===== config.mk =====
export PLATFORM = sky130hd
export DESIGN_NAME = cubeh_ctrl
export DESIGN_NICKNAME = d
export VERILOG_FILES = /design/src/rtl/core/cubeh_pkg.sv /design/src/rtl/core/cubeh_ctrl.sv
export SDC_FILE = /design/constraint.sdc
export NUM_CORES = 1
export LEC_CHECK = 0
export BUFFER_PORTS_ARGS = -buffer_cell sky130_fd_sc_hd__buf_4
export CAP_MARGIN = 10
export CORE_ASPECT_RATIO = 0.8
export CORE_UTILIZATION = 40
export CTS_BUF_LIST = sky130_fd_sc_hd__clkbuf_8 sky130_fd_sc_hd__clkbuf_16
export CTS_CLUSTER_DIAMETER = 80
export DETAILED_ROUTE_END_ITERATION = 10
export PLACE_DENSITY_LB_ADDON = 0.15
export SYNTH_ARGS = -nofsm -noshare
export SYNTH_HDL_FRONTEND = slang
export SYNTH_SLANG_ARGS = --single-unit

===== constraint.sdc =====
create_clock -name aclk -period 2.4 [get_ports aclk]
set_input_delay 0.24 -clock aclk [delete_from_list [all_inputs] [get_ports aclk]]
set_output_delay 0.24 -clock aclk [all_outputs]
set_load 0.02 [all_outputs]

===== src/rtl/core/cubeh_pkg.sv =====
// ============================================================================
// cubeh_pkg
// Shared types and constants for the byte-serial CubeHash engine.
// ============================================================================
package cubeh_pkg;

    // State geometry
    localparam int unsigned NUM_WORDS  = 32;
    localparam int unsigned HALF_WORDS = 16;
    localparam int unsigned WORD_W     = 32;

    // Transform counts for start and finish (finish: one plus ten more)
    localparam int unsigned XF_W          = 4;
    localparam logic [XF_W-1:0] XF_INIT   = 4'd10;
    localparam logic [XF_W-1:0] XF_FINISH = 4'd11;
    localparam logic [XF_W-1:0] XF_ONE    = 4'd1;

    // Digest length limits and pad byte
    localparam logic [6:0] DIGEST_MIN = 7'd1;
    localparam logic [6:0] DIGEST_MAX = 7'd64;
    localparam logic [7:0] PAD_BYTE   = 8'h80;

    // Half-round rotations
    localparam int unsigned ROT_A = 7;
    localparam int unsigned ROT_B = 11;

    typedef logic [WORD_W-1:0] cubeh_word_t;
    typedef cubeh_word_t cubeh_words_t [NUM_WORDS];

    typedef enum logic [1:0] {
        OP_START  = 2'd0,
        OP_ABSORB = 2'd1,
        OP_FINISH = 2'd2
    } cubeh_op_t;

    typedef enum logic [2:0] {
        ST_IDLE,
        ST_ROUND,
        ST_FLIP,
        ST_LOAD_OUT,
        ST_EMIT
    } cubeh_state_t;

    // Controller to datapath commands
    typedef struct packed {
        logic init;      // clear state, load header words, rewind position
        logic absorb;    // xor message byte, advance position
        logic pad;       // xor pad byte at current position
        logic half;      // run one half round
        logic phase;     // half-round select: 0 first, 1 second
        logic flip;      // flip low bit of last word
        logic out_load;  // load digest byte zero
        logic out_next;  // load next digest byte
    } cubeh_cmd_t;

    // Datapath to controller status
    typedef struct packed {
        logic block_full;  // an absorb now would fill the block
        logic out_last;    // digest byte on the output is the final one
    } cubeh_status_t;

endpackage


===== src/rtl/core/cubeh_ctrl.sv =====
// ============================================================================
// cubeh_ctrl
// Sequencer: request decode, round and transform counting, digest emission.
// ============================================================================
module cubeh_ctrl #(
    parameter int unsigned ROUNDS = 16
) (
    input  logic                     aclk,
    input  logic                     aresetn,
    input  logic                     s_valid,
    output logic                     s_ready,
    input  logic [1:0]               s_opcode,
    output logic                     m_valid,
    input  logic                     m_ready,
    output cubeh_pkg::cubeh_cmd_t    cmd,
    input  cubeh_pkg::cubeh_status_t status
);

    localparam int unsigned RND_W = (ROUNDS > 1) ? $clog2(ROUNDS) : 1;
    localparam logic [RND_W-1:0] RND_LAST = RND_W'(ROUNDS - 1);

    cubeh_pkg::cubeh_state_t state_reg, state_next;
    logic [RND_W-1:0]          rnd_reg, rnd_next;
    logic                      phase_reg, phase_next;
    logic [cubeh_pkg::XF_W-1:0] xf_left_reg, xf_left_next;
    logic                      fin_reg, fin_next;

    // State and counter registers
    always_ff @(posedge aclk) begin
        if (!aresetn) begin
            state_reg   <= cubeh_pkg::ST_IDLE;
            rnd_reg     <= '0;
            phase_reg   <= 1'b0;
            xf_left_reg <= '0;
            fin_reg     <= 1'b0;
        end else begin
            state_reg   <= state_next;
            rnd_reg     <= rnd_next;
            phase_reg   <= phase_next;
            xf_left_reg <= xf_left_next;
            fin_reg     <= fin_next;
        end
    end

    // Next state and commands
    always_comb begin
        state_next   = state_reg;
        rnd_next     = rnd_reg;
        phase_next   = phase_reg;
        xf_left_next = xf_left_reg;
        fin_next     = fin_reg;
        cmd          = '0;
        cmd.phase    = phase_reg;
        s_ready      = 1'b0;
        m_valid      = 1'b0;
        unique case (state_reg)
            cubeh_pkg::ST_IDLE: begin
                s_ready = 1'b1;
                if (s_valid) begin
                    unique case (cubeh_pkg::cubeh_op_t'(s_opcode))
                        cubeh_pkg::OP_START: begin
                            cmd.init     = 1'b1;
                            xf_left_next = cubeh_pkg::XF_INIT;
                            fin_next     = 1'b0;
                            state_next   = cubeh_pkg::ST_ROUND;
                        end
                        cubeh_pkg::OP_ABSORB: begin
                            cmd.absorb = 1'b1;
                            if (status.block_full) begin
                                xf_left_next = cubeh_pkg::XF_ONE;
                                fin_next     = 1'b0;
                                state_next   = cubeh_pkg::ST_ROUND;
                            end
                        end
                        cubeh_pkg::OP_FINISH: begin
                            cmd.pad      = 1'b1;
                            xf_left_next = cubeh_pkg::XF_FINISH;
                            fin_next     = 1'b1;
                            state_next   = cubeh_pkg::ST_ROUND;
                        end
                        default: begin
                            // drop the unused opcode
                        end
                    endcase
                end
            end
            cubeh_pkg::ST_ROUND: begin
                cmd.half   = 1'b1;
                phase_next = ~phase_reg;
                if (phase_reg) begin
                    if (rnd_reg == RND_LAST) begin
                        // transform done
                        rnd_next     = '0;
                        xf_left_next = xf_left_reg - cubeh_pkg::XF_ONE;
                        priority if (fin_reg && xf_left_reg == cubeh_pkg::XF_FINISH) begin
                            state_next = cubeh_pkg::ST_FLIP;
                        end else if (xf_left_reg == cubeh_pkg::XF_ONE) begin
                            state_next = fin_reg ? cubeh_pkg::ST_LOAD_OUT
                                                 : cubeh_pkg::ST_IDLE;
                        end else begin
                            state_next = cubeh_pkg::ST_ROUND;
                        end
                    end else begin
                        rnd_next = rnd_reg + RND_W'(1);
                    end
                end
            end
            cubeh_pkg::ST_FLIP: begin
                cmd.flip   = 1'b1;
                state_next = cubeh_pkg::ST_ROUND;
            end
            cubeh_pkg::ST_LOAD_OUT: begin
                cmd.out_load = 1'b1;
                state_next   = cubeh_pkg::ST_EMIT;
            end
            cubeh_pkg::ST_EMIT: begin
                m_valid = 1'b1;
                if (m_ready) begin
                    if (status.out_last) begin
                        state_next = cubeh_pkg::ST_IDLE;
                    end else begin
                        cmd.out_next = 1'b1;
                    end
                end
            end
            default: begin
                state_next = cubeh_pkg::ST_IDLE;
            end
        endcase
    end

`ifndef SYNTH
    a_no_overlap: assert property (@(posedge aclk) disable iff (!aresetn)
        !(s_ready && m_valid))
        else $error("input accepted while digest pending");

    a_round_has_work: assert property (@(posedge aclk) disable iff (!aresetn)
        (state_reg == cubeh_pkg::ST_ROUND) |-> (xf_left_reg != '0))
        else $error("round running with no transform left");

    a_finish_runs: assert property (@(posedge aclk) disable iff (!aresetn)
        (s_valid && s_ready && s_opcode == cubeh_pkg::OP_FINISH)
        |=> (state_reg == cubeh_pkg::ST_ROUND && fin_reg))
        else $error("finish did not start transforms");

    a_emit_continues: assert property (@(posedge aclk) disable iff (!aresetn)
        (m_valid && m_ready && !status.out_last) |=> m_valid)
        else $error("digest stream ended early");

    a_flip_once: assert property (@(posedge aclk) disable iff (!aresetn)
        (state_reg == cubeh_pkg::ST_FLIP) |-> (fin_reg && xf_left_reg == cubeh_pkg::XF_INIT))
        else $error("flip outside finish sequence");
`endif

endmodule


* Word-level counts from Yosys, hierarchy flattened
Cells that the tools add are included.
Cells by class: equality and inequality tests 18, add/sub/neg operators 2, bitwise gates (word level) 1, reduce and logical (&&, ||, !) cells 10, multiplexer cells 33
Operators with widths (count):
- 2-to-1 mux 3 bit | 8
- 2-to-1 mux 4 bit | 5
- case mux 3 bit (5 select lines) | 1
- 2-to-1 mux 1 bit | 12
- inequality test 2 bit (second input constant) | 6
- case mux 4 bit (3 select lines) | 1
- equality test 4 bit (second input constant) | 2
- case mux 4 bit (2 select lines) | 1
- AND reduction 7 bit | 1
- equality test 3 x 2 -> 1 bit (second input constant) | 2
- 2-to-1 mux 2 bit | 3
- case mux 3 bit (2 select lines) | 1
- AND reduction 6 bit | 1
- adder 4 x 1 -> 4 bit (second input constant) | 1
- equality test 4 x 1 -> 1 bit (second input constant) | 1
- inequality test 4 x 1 -> 1 bit (second input constant) | 1
- AND reduction 4 bit | 1
- subtractor 4 x 1 -> 4 bit (second input constant) | 1
- equality test 3 x 1 -> 1 bit (second input constant) | 1
- equality test 3 bit (second input constant) | 1
- logical NOT 3 bit | 1
- inequality test 3 x 2 -> 1 bit (second input constant) | 1
- inequality test 3 bit (second input constant) | 1
- case mux 1 bit (3 select lines) | 1
- 9 further kinds | 9
Word-level totals: output and inout port bits 10, input bits 8, register bits after elaboration 13, word-level logic and storage cells 69

* Depth between registers and ports, before layout
Gate-level depths: netlist of the first run.
depth after elaboration 6, depth in mapped cells 6, depth with buffers taken out 6

* Least setup slack after synthesis of the first run
Ideal clock, no wire load.
path type register -> output, start register state_reg[1], end output port cmd[5] (netlist bit), arrival 1.475 ns, path slack 0.685 ns, stages on the path, launching flop included 3, path buffers 0, data required time 2.160 ns, cell sequence dfxtp_1 nor3_1 and3_1
RTL lines:
- from (decl) | line cubeh_ctrl.sv:22 | cubeh_pkg::cubeh_state_t state_reg, state_next;
- from (signal assigned) | line cubeh_ctrl.sv:31 | state_reg <= cubeh_pkg::ST_IDLE;
- from (signal assigned) | line cubeh_ctrl.sv:37 | state_reg <= state_next;
- to (decl) | line cubeh_ctrl.sv:15 | output cubeh_pkg::cubeh_cmd_t cmd,

==> results of run 1 <==
-- layout by cell type (no fill, tap or decap), drive strengths merged, types with 2 or more instances in the layout --
cell / count
dfxtp: 13
nor3: 3
clkbuf: 3
ha: 8
o21ai: 5
mux2i: 2
nor3b: 3
inv: 8
nand4: 2
xnor2: 2
and3: 3
buf: 17
a21oi: 5
or3b: 2
nand2b: 2
nand3: 4
nand2: 8
nand4b: 2
and2: 3
nor2: 14
-- per-stage QoR --
step                cells  setup slack, ns
finish                153            0.340
global route          153            0.227
CTS                   153            0.353
detailed placement    149            0.531
global placement      149            0.596
floorplan             112            0.685
-- power breakdown --
group          internal (mW)  switching, mW  total (mW)
Combinational         0.0588         0.0690       0.128
Clock                  0.113         0.0834       0.197
Sequential             0.226         0.0174       0.243
Total                  0.398          0.170       0.568
-- worst min-delay path by stage --
stage | depth (start not counted) | slack (ns) | start | endpoint
final | 2 | 0.23 | aresetn | rnd_reg[2]
after global routing | 2 | 0.24 | aresetn | rnd_reg[2]
after CTS | 2 | 0.23 | aresetn | rnd_reg[2]
after detailed placement | 1 | 0.47 | rnd_reg[3] | rnd_reg[3]
after global placement | 2 | 0.46 | rnd_reg[1] | rnd_reg[1]
after floorplan | 1 | 0.36 | aresetn | rnd_reg[2]
-- layer usage --
metal / up-vias / wire (µm)
met2: 12 / 858
met1: 390 / 1150
li1: 429 / -
met3: 5 / 67
met4: 0 / 42
met5: - / 0
-- area by class of cell --
cell class	count	area share (%)
clock buffer	3	3.74
clock inverter	1	0.340
inverter	8	2.72
multi-input combinational	86	55.3
sequential	13	23.6
tap	25	2.83
timing repair buffer	17	11.6
-- cell families after synthesis --
logic type,Yosys count,synth area share (%)
adder cells (fa/ha/maj),8,10.8
XOR/XNOR,2,1.89
AND/OR/NAND/NOR,51,30.7
buffers and inverters,13,6.20
multiplexers,3,3.37
AO/OA/AOI/OAI,22,19.0
flip-flops,13,28.0
==> summary.md, run 1 <==
| Metric | Value |
|---|---|
| Ys async rst share | `0%` |
| Drt total wl | `roughly 2100 µm` |
| Critical-path cell list | `or3b_1 -> inv_1 -> buf_4` |
| Placement Rows | `15` |
| Hold_ws | `roughly 0.23 ns` |
| Multi-input gate area | `about 610 µm²` |
| R2r startpoint | `state_reg[0]` |
| CP max stage cell | `dfxtp_1` |
| CTS buffer count | `3` |
| Htree depth | `1` |
| Most common cell in the netlist | `nor2_1` |
| Power per cell area | `514 nW/µm²` |
| Met3 usage | `between 5 and 6%` |
| # DRC | `0` |
| Most Used Layer, Global Route | `met1` |
| CP endpoint | `cmd[4]` |
| Hold Vio Cnt, Final | `0` |
| Post-cts repair resize count | `0` |
| Final min period | `2.06 ns` |
| Most frequent cells after synthesis | `nor2_1, dfxtp_1, ha_1, nand2_1, inv_1` |
| Crit. Startpoint | `state_reg[0]` |
| Post-DP HPWL | `around 1600 µm` |
| Top-area cell type share of the netlist area | `28.0%` |
| Setup Buffers After CTS | `0` |
| Global Route met1 Usage | `between 20% and 30%` |
| Leakage power | `approximately 0.47 nW` |
| Reg2reg setup slack | `between 0.5 and 0.6 ns` |
| Max Buffers Root-to-Sink | `2` |
| Worst Path Required | `2.16 ns` |
| Largest net degree at the start of global routing | `14` |
| Hold crit path type | `primary input to register` |
| Die area | `~2500 µm²` |
| Levels on crit path | `3` |
| Setup TNS | `0 ns` |
| Post-layout net count | `~150` |
| Area Growth Syn to Fin | `19.0%` |
| Final Util | `between 50% and 60%` |
| Cell family with most CP delay | `flip-flops` |
| Worst-path clk slew | `around 0.050 ns` |
| Initial antenna violation count | `0` |
| Post-route cell area | `around 1100 µm²` |
| Core Region | `between 2000 and 2500 µm²` |
| Relative slew slack | `59.6%` |
| Mapped Area | `~930 µm²` |
| Final Max Tran Viols | `0` |
| CTS tree | `yes` |
| First-pass GRT wire length | `between 3000 and 4000 µm` |
| Register Area | `~260 µm²` |
| Number of global-route vias before repair | `~710` |
| Post-synth top flop | `dfxtp_1` |
| Max cap viols | `0` |
| CP Launch Type | `register` |
| Yosys reg bits | `13` |
| Port Buf Inserts | `17` |
| Worst Clk Skew | `0.00392 ns` |
| Critical path's largest stage delay | `roughly 0.55 ns` |
| CTS Hold Buffers Added | `0` |
| RSZ-0062 raised after global routing | `no` |
| Via Count | `between 800 and 900` |
| Initial Utilization | `between 40% and 50%` |
| Synthesized netlist cell count | `between 100 and 150` |
| VDD IR max | `0.000330 V` |
| DR WL/cell | `approximately 14 µm` |
| Outcome | `completed` |
| Total Power | `~0.57 mW` |
| Post-route ant nets | `0` |
| RR Endpoint | `rnd_reg[2]` |
| Met2 Resource Use GR | `about a quarter` |
| Die Y-Extent | `45.1 µm` |
| Placed instance area | `around 1100 µm²` |
| Fill cells | `approximately 220` |
| Clk sink count | `13` |
| Drt pass-1 iters | `4` |
| Post-synth EDFFs | `0` |
| Root buffer cell | `clkbuf_8` |
| DR vias/cell | `approximately 5.5` |
| Drt initial violations | `between 40 and 50` |
| Area contributors post-synth | `dfxtp_1, ha_1, nor2_1` |
| Slew @ Worst Pin | `0.601 ns` |
| Critical path class | `register to output port` |
| CP Data Arrival Time | `approximately 1.8 ns` |
| GRT overflow | `0` |
| Synth area leader | `dfxtp_1` |
| Final setup viols | `0` |
| Clock latency on the worst-skew pair | `0.25 ns` |
| Gpl congestion | `slightly below 0.8` |
| Max FO, Critical Path | `13` |
| Share of cells above drive strength 1 | `19.5%` |
| Yosys warning total | `0` |
| Buf+Inv Stages, Crit Path | `2` |
| Max Fclk | `~490 MHz` |
| CP Capture Type | `output port` |
| Syn_area_per_cell | `a little over 8 µm²` |
| Register area share after synthesis | `between 20% and 30%` |
| Gr usage total | `18.7%` |
| Post-Synthesis Net Count | `approximately 130` |
| R2R depth | `5` |
| Post-synth cell types | `42` |
| Die W | `between 50 and 60 µm` |
| Fin crit share | `85.9%` |
| # diodes | `0` |
| Top-Level Pins | `18` |
No activity file was read; power rests on OpenSTA's default activity.
==> inputs of run 2 (changes only) <==
--- a/config.mk
+++ b/config.mk
@@ -7,8 +7,10 @@
 export LEC_CHECK = 0
 export BUFFER_PORTS_ARGS = -buffer_cell sky130_fd_sc_hd__buf_4
 export CAP_MARGIN = 10
+export CELL_PAD_IN_SITES_DETAIL_PLACEMENT = 0
+export CELL_PAD_IN_SITES_GLOBAL_PLACEMENT = 2
 export CORE_ASPECT_RATIO = 0.8
-export CORE_UTILIZATION = 40
+export CORE_UTILIZATION = 31
 export CTS_BUF_LIST = sky130_fd_sc_hd__clkbuf_8 sky130_fd_sc_hd__clkbuf_16
 export CTS_CLUSTER_DIAMETER = 80
 export DETAILED_ROUTE_END_ITERATION = 10
==> summary.md, run 2 (synthesized netlist as in run 1, its figures left out) <==
| Metric | Value |
|---|---|
| Hold Vio Cnt, Final | `0 (unchanged)` |
| CTS buffer count | `3 (unchanged)` |
| # diodes | `0 (unchanged)` |
| Commonest non-fill, non-tap cells in the layout | `buf_4, nor2_1, dfxtp_1` |
| Inst Count DP | `163 (+9.4%)` |
| Slew @ Worst Pin | `0.658 ns (+0.0571 ns)` |
| Clk pwr share | `34.0% (-0.6 points)` |
| R2r startpoint | `state_reg[0]` |
| Max cap viols | `0 (unchanged)` |
| RSZ-0062 raised after global routing | `no` |
| Relative slew slack | `55.8% (-3.8 points)` |
| Net Sw Power | `0.169 mW (-0.70%)` |
| Reg2reg setup slack | `0.53 ns (+0.02 ns)` |
| Fill cells | `297 (+37%)` |
| Hold EP | `rnd_reg[2]` |
| Share of cells above drive strength 1 | `20.2% (+0.62 points)` |
| Leakage power | `0.471 nW (+1.1%)` |
| Port Buf Inserts | `17 (unchanged)` |
| Die Y-Extent | `50.9 µm (+13%)` |
| Global Route met1 Usage | `23.1% (-4.3 points)` |
| Clock latency on the worst-skew pair | `0.24 ns (about the same)` |
| Final min period | `2.04 ns (-0.0159 ns)` |
| Post-DP HPWL | `1710 µm (+6.9%)` |
| Max Buffers Root-to-Sink | `2 (unchanged)` |
| Power per cell area | `504 nW/µm² (-1.9%)` |
| Area Growth Syn to Fin | `21.6%` |
| Most common cell after layout, fill and taps aside | `buf_4` |
| Hold crit path type | `primary input to register` |
| Via Count | `830 (-0.72%)` |
| Worst hold stages | `2 (unchanged)` |
| Drt pass-1 iters | `4 (unchanged)` |
| Largest net degree at the start of global routing | `14 (unchanged)` |
| Final worst slack | `0.355 ns (+0.0159 ns)` |
| CP Capture Type | `output port` |
| First-pass GRT wire length | `3770 µm (+8.5%)` |
| GRT overflow | `0 (unchanged)` |
| Dpl ws | `0.533 ns (+0.00142 ns)` |
| Post-layout net count | `146 (+0.69%)` |
| Post-route cell area | `1130 µm² (+2.2%)` |
| Critical path class | `register to output port` |
| Number of global-route vias before repair | `784 (+10%)` |
| Met2 Resource Use GR | `19.5% (-5.8 points)` |
| Met3 usage | `5.36% (+0.20 points)` |
| CTS tree | `yes` |
| Drt total wl | `2210 µm (+4.3%)` |
| Core Region | `2810 µm² (+29%)` |
| Multi-input gate area | `611 µm² (unchanged)` |
| Worst Clk Skew | `0.00176 ns (-0.00216 ns)` |
| Die W | `63.2 µm (+13%)` |
| Worst-path clk slew | `0.06 ns (about the same)` |
| Post-cts repair resize count | `0 (unchanged)` |
| Drt initial violations | `29 (-33%)` |
| Gpl congestion | `0.780 (-0.61%)` |
| VDD IR max | `0.000408 V (+24%)` |
| DR WL/cell | `13.2 µm (-4.4%)` |
| Final Max Tran Viols | `0 (unchanged)` |
| Int Pwr | `0.400 mW (+0.57%)` |
| CTS Hold Buffers Added | `0 (unchanged)` |
| Setup TNS | `0 ns (unchanged)` |
| # DRC | `0 (unchanged)` |
| Min-delay src | `aresetn` |
| Die area | `3220 µm² (+28%)` |
| Worst Path Required | `2.16 ns (about the same)` |
| CP Data Arrival Time | `1.80 ns (-0.02 ns)` |
| Placed instance area | `1080 µm² (+2.2%)` |
| Fin crit share | `85.2% (-0.66 points)` |
| Placement Rows | `17 (+2)` |
| Top-Level Pins | `18 (unchanged)` |
| Seq pwr share | `41.9% (-1.0 points)` |
| Net Sw Frac | `29.6% (-0.27 points)` |
| Initial Utilization | `33.1% (-9.6 points)` |
| Final setup viols | `0 (unchanged)` |
| Max Fclk | `489 MHz (+0.78%)` |
| Initial antenna violation count | `0 (unchanged)` |
| RR Endpoint | `rnd_reg[2]` |
| Max FO, Critical Path | `13 (unchanged)` |
| Gate power share | `24.1% (+1.6 points)` |
| R2R depth | `5 (unchanged)` |
| DR vias/cell | `4.97 (-9.0%)` |
| Htree depth | `1 (unchanged)` |
| CP Launch Type | `register` |
| Register Area | `260 µm² (unchanged)` |
| Root buffer cell | `clkbuf_8` |
| Clk sink count | `13 (unchanged)` |
| Outcome | `completed` |
| Setup Buffers After CTS | `0 (unchanged)` |
| Post-route ant nets | `0 (unchanged)` |
| Gr usage total | `15.3% (-3.5 points)` |
| Most Used Layer, Global Route | `met1` |
| Fin cells | `167 (+9.2%)` |
==> run 2: layer usage <==
layer / share of wire, % / vias up
met5: 0 / -
met4: 0.45 / 0
met3: 5.2 / 2
met2: 39 / 19
met1: 55 / 374
li1: - / 435
==> run 2: cell type report <==
| class | instances | area share [%] |
|---|---|---|
| clock buffers | 3 | 3.66 |
| inverters | 8 | 2.66 |
| clock inverters | 1 | 0.333 |
| multi-input cells | 86 | 54.1 |
| well taps | 38 | 4.21 |
| flip-flops and latches | 13 | 23.1 |
| repair buffers | 18 | 12.0 |
==> run 2: per-stage QoR <==
step / utilization (%) / total power, mW / hold slack, ns
3_3_place_gp: 38.6 / 0.381 / 0.463
5_1_grt: 40.2 / 0.605 / 0.240
6_report: 40.2 / 0.569 / 0.235
4_1_cts: 40.2 / 0.577 / 0.238
3_5_place_dp: 38.6 / 0.379 / 0.471
2_1_floorplan: - / 0.336 / 0.362
==> run 2: worst max path at each step <==
stage | from | to | slack (ns) | cells after the start
floorplan | state_reg[1] | cmd[5] | 0.69 | 2
global placement | state_reg[0] | rnd_reg[2] | 0.57 | 5
detailed placement | state_reg[0] | rnd_reg[2] | 0.53 | 5
CTS | state_reg[0] | cmd[4] | 0.35 | 3
global route | state_reg[0] | cmd[4] | 0.22 | 3
finish | state_reg[0] | cmd[4] | 0.36 | 3
==> run 2: power by group through the flow <==
stage / Sequential [mW] / Clock (mW) / Combinational, mW
3_3_place_gp: 0.243 / 0 / 0.137
2_1_floorplan: 0.238 / 0 / 0.0983
4_1_cts: 0.238 / 0.202 / 0.137
6_report: 0.239 / 0.193 / 0.137
5_1_grt: 0.240 / 0.212 / 0.153
3_5_place_dp: 0.243 / 0 / 0.136
==> run 2: critical path, cell delays in order, from the launching register on <==
cell,delay [ns]
dfxtp_1,0.54
or3b_1,0.48
inv_1,0.32
buf_4,0.22
==> inputs of run 3 (changes only) <==
--- a/config.mk
+++ b/config.mk
@@ -10,7 +10,7 @@
 export CELL_PAD_IN_SITES_DETAIL_PLACEMENT = 0
 export CELL_PAD_IN_SITES_GLOBAL_PLACEMENT = 2
 export CORE_ASPECT_RATIO = 0.8
-export CORE_UTILIZATION = 31
+export CORE_UTILIZATION = 33
 export CTS_BUF_LIST = sky130_fd_sc_hd__clkbuf_8 sky130_fd_sc_hd__clkbuf_16
 export CTS_CLUSTER_DIAMETER = 80
 export DETAILED_ROUTE_END_ITERATION = 10
==> constraint.sdc (replaced) <==
create_clock -name aclk -period 2.5 [get_ports aclk]
set_input_delay 0.25 -clock aclk [delete_from_list [all_inputs] [get_ports aclk]]
set_output_delay 0.25 -clock aclk [all_outputs]
set_load 0.02 [all_outputs]
==> summary.md, run 3 (synthesized netlist as in run 1, its figures left out) <==
| Metric | Value |
|---|---|
| Fin crit share | `82.4%` |
| VDD IR max | `0.000256 V (-37%)` |
| Area Growth Syn to Fin | `20.5%` |
| Worst Clk Skew | `0.00273 ns (+0.000974 ns)` |
| # DRC | `0 (unchanged)` |
| Initial Utilization | `36.2% (+3.2 points)` |
| First-pass GRT wire length | `3490 µm (-7.5%)` |
| Critical path class | `register to output port` |
| CP max stage cell | `dfxtp_1` |
| Drt initial violations | `50 (+72%)` |
| Drt total wl | `2200 µm (-0.41%)` |
| Post-cts repair resize count | `0 (unchanged)` |
| Placement Rows | `16 (-1)` |
| Final Util | `43.7% (+3.5 points)` |
| Worst-path clk slew | `0.06 ns (about the same)` |
| CP Launch Type | `register` |
| Via Count | `838 (+0.96%)` |
| CTS buffer count | `3 (unchanged)` |
| Top-Level Pins | `18 (unchanged)` |
| CP Capture Type | `output port` |
| Critical path's largest stage delay | `0.54 ns (about the same)` |
| Outcome | `completed` |
| Critical-path cell list | `or3b_1 -> inv_1 -> buf_4` |
| Fill cells | `295 (-0.67%)` |
| Buf+Inv Stages, Crit Path | `2 (unchanged)` |
| GRT overflow | `0 (unchanged)` |
| Post-DP HPWL | `1680 µm (-1.9%)` |
| Die area | `3030 µm² (-5.8%)` |
| Placed instance area | `1070 µm² (-0.92%)` |
| Hold Vio Cnt, Final | `0 (unchanged)` |
| Cell family with most CP delay | `flip-flops` |
| RSZ-0062 raised after global routing | `no` |
| Gpl congestion | `0.760 (-2.7%)` |
| Final Max Tran Viols | `0 (unchanged)` |
| Final min period | `just over 2 ns` |
| Commonest non-fill, non-tap cells in the layout | `buf_4, nor2_1, dfxtp_1` |
| Die Y-Extent | `49.4 µm (-3.0%)` |
| Initial antenna violation count | `0 (unchanged)` |
| Max cap viols | `0 (unchanged)` |
| Die W | `61.3 µm (-3.0%)` |
| Number of global-route vias before repair | `735 (-6.3%)` |
| Max Fclk | `486 MHz` |
| Post-layout net count | `145 (-0.68%)` |
| Post-route ant nets | `0 (unchanged)` |
| Leakage power | `0.465 nW (-1.1%)` |
| CTS tree | `yes` |
| DR WL/cell | `13.4 µm (+1.4%)` |
| Root buffer cell | `clkbuf_8` |
| Relative slew slack | `58.0% (+2.3 points)` |
| Setup TNS | `0 ns (unchanged)` |
| Hold crit path type | `primary input to register` |
| Register Area | `260 µm² (unchanged)` |
| Multi-input gate area | `611 µm² (unchanged)` |
| CTS Hold Buffers Added | `0 (unchanged)` |
| Drt pass-1 iters | `4 (unchanged)` |
| Clock latency on the worst-skew pair | `0.24 ns (about the same)` |
| Final setup viols | `0 (unchanged)` |
| Htree depth | `1 (unchanged)` |
| CP Data Arrival Time | `1.81 ns (about the same)` |
| Port Buf Inserts | `17 (unchanged)` |
| Power per cell area | `484 nW/µm² (-3.9%)` |
| Max FO, Critical Path | `13 (unchanged)` |
| Core Region | `2560 µm² (-8.7%)` |
| Slew @ Worst Pin | `0.625 ns (-0.0337 ns)` |
| Largest net degree at the start of global routing | `14 (unchanged)` |
| Max Buffers Root-to-Sink | `2 (unchanged)` |
| Worst Path Required | `2.25 ns (+0.09 ns)` |
| Total Power | `0.542 mW (-4.8%)` |
| Share of cells above drive strength 1 | `19.5% (-0.62 points)` |
| Clk sink count | `13 (unchanged)` |
| # diodes | `0 (unchanged)` |
| Gr usage total | `15.8% (+0.55 points)` |
| Most common cell after layout, fill and taps aside | `buf_4` |
| DR vias/cell | `5.11 (+2.8%)` |
| Setup Buffers After CTS | `0 (unchanged)` |
| Post-route cell area | `1120 µm² (-0.89%)` |
[run 3: per-stage QoR]
stage	instances	hold WS, ns	worst slack, ns
after floorplan	112	0.372	0.775
after global placement	160	0.469	0.688
after detailed placement	160	0.476	0.616
after CTS	164	0.248	0.439
after global routing	164	0.254	0.303
final	164	0.251	0.441
[run 3: final timing paths]
| path | startpoint | depth (start not counted) | slack, ns | to |
|---|---|---|---|---|
| worst max register to register | state_reg[0] | 5 | 0.61 | rnd_reg[2] |
| worst max-delay path | state_reg[0] | 3 | 0.44 | cmd[4] |
| worst min register to register | rnd_reg[1] | 2 | 0.49 | rnd_reg[1] |
| worst min-delay path | aresetn | 2 | 0.25 | rnd_reg[2] |
[run 3: per-layer routing]
| metal | GRT usage (%) | wire length [µm] | vias to the layer above |
|---|---|---|---|
| met5 | 0 | 0 | - |
| met4 | 1.14 | 8 | 0 |
| met3 | 5.57 | 84 | 2 |
| met2 | 22.6 | 900 | 15 |
| met1 | 23.4 | 1210 | 389 |
| li1 | - | - | 432 |
[run 3: cell type report]
| cell class | instances | share of cell area [%] |
|---|---|---|
| Multi-Input combinational cell | 86 | 54.6 |
| Clock inverter | 1 | 0.336 |
| Clock buffer | 3 | 3.69 |
| Tap cell | 36 | 4.03 |
| Sequential cell | 13 | 23.3 |
| Timing Repair Buffer | 17 | 11.4 |
| Inverter | 8 | 2.68 |
[run 3: power breakdown]
| group | switching [mW] | total [mW] | internal [mW] |
|---|---|---|---|
| logic | 0.0687 | 0.125 | 0.0567 |
| registers | 0.0150 | 0.232 | 0.217 |
| clock network | 0.0760 | 0.184 | 0.108 |
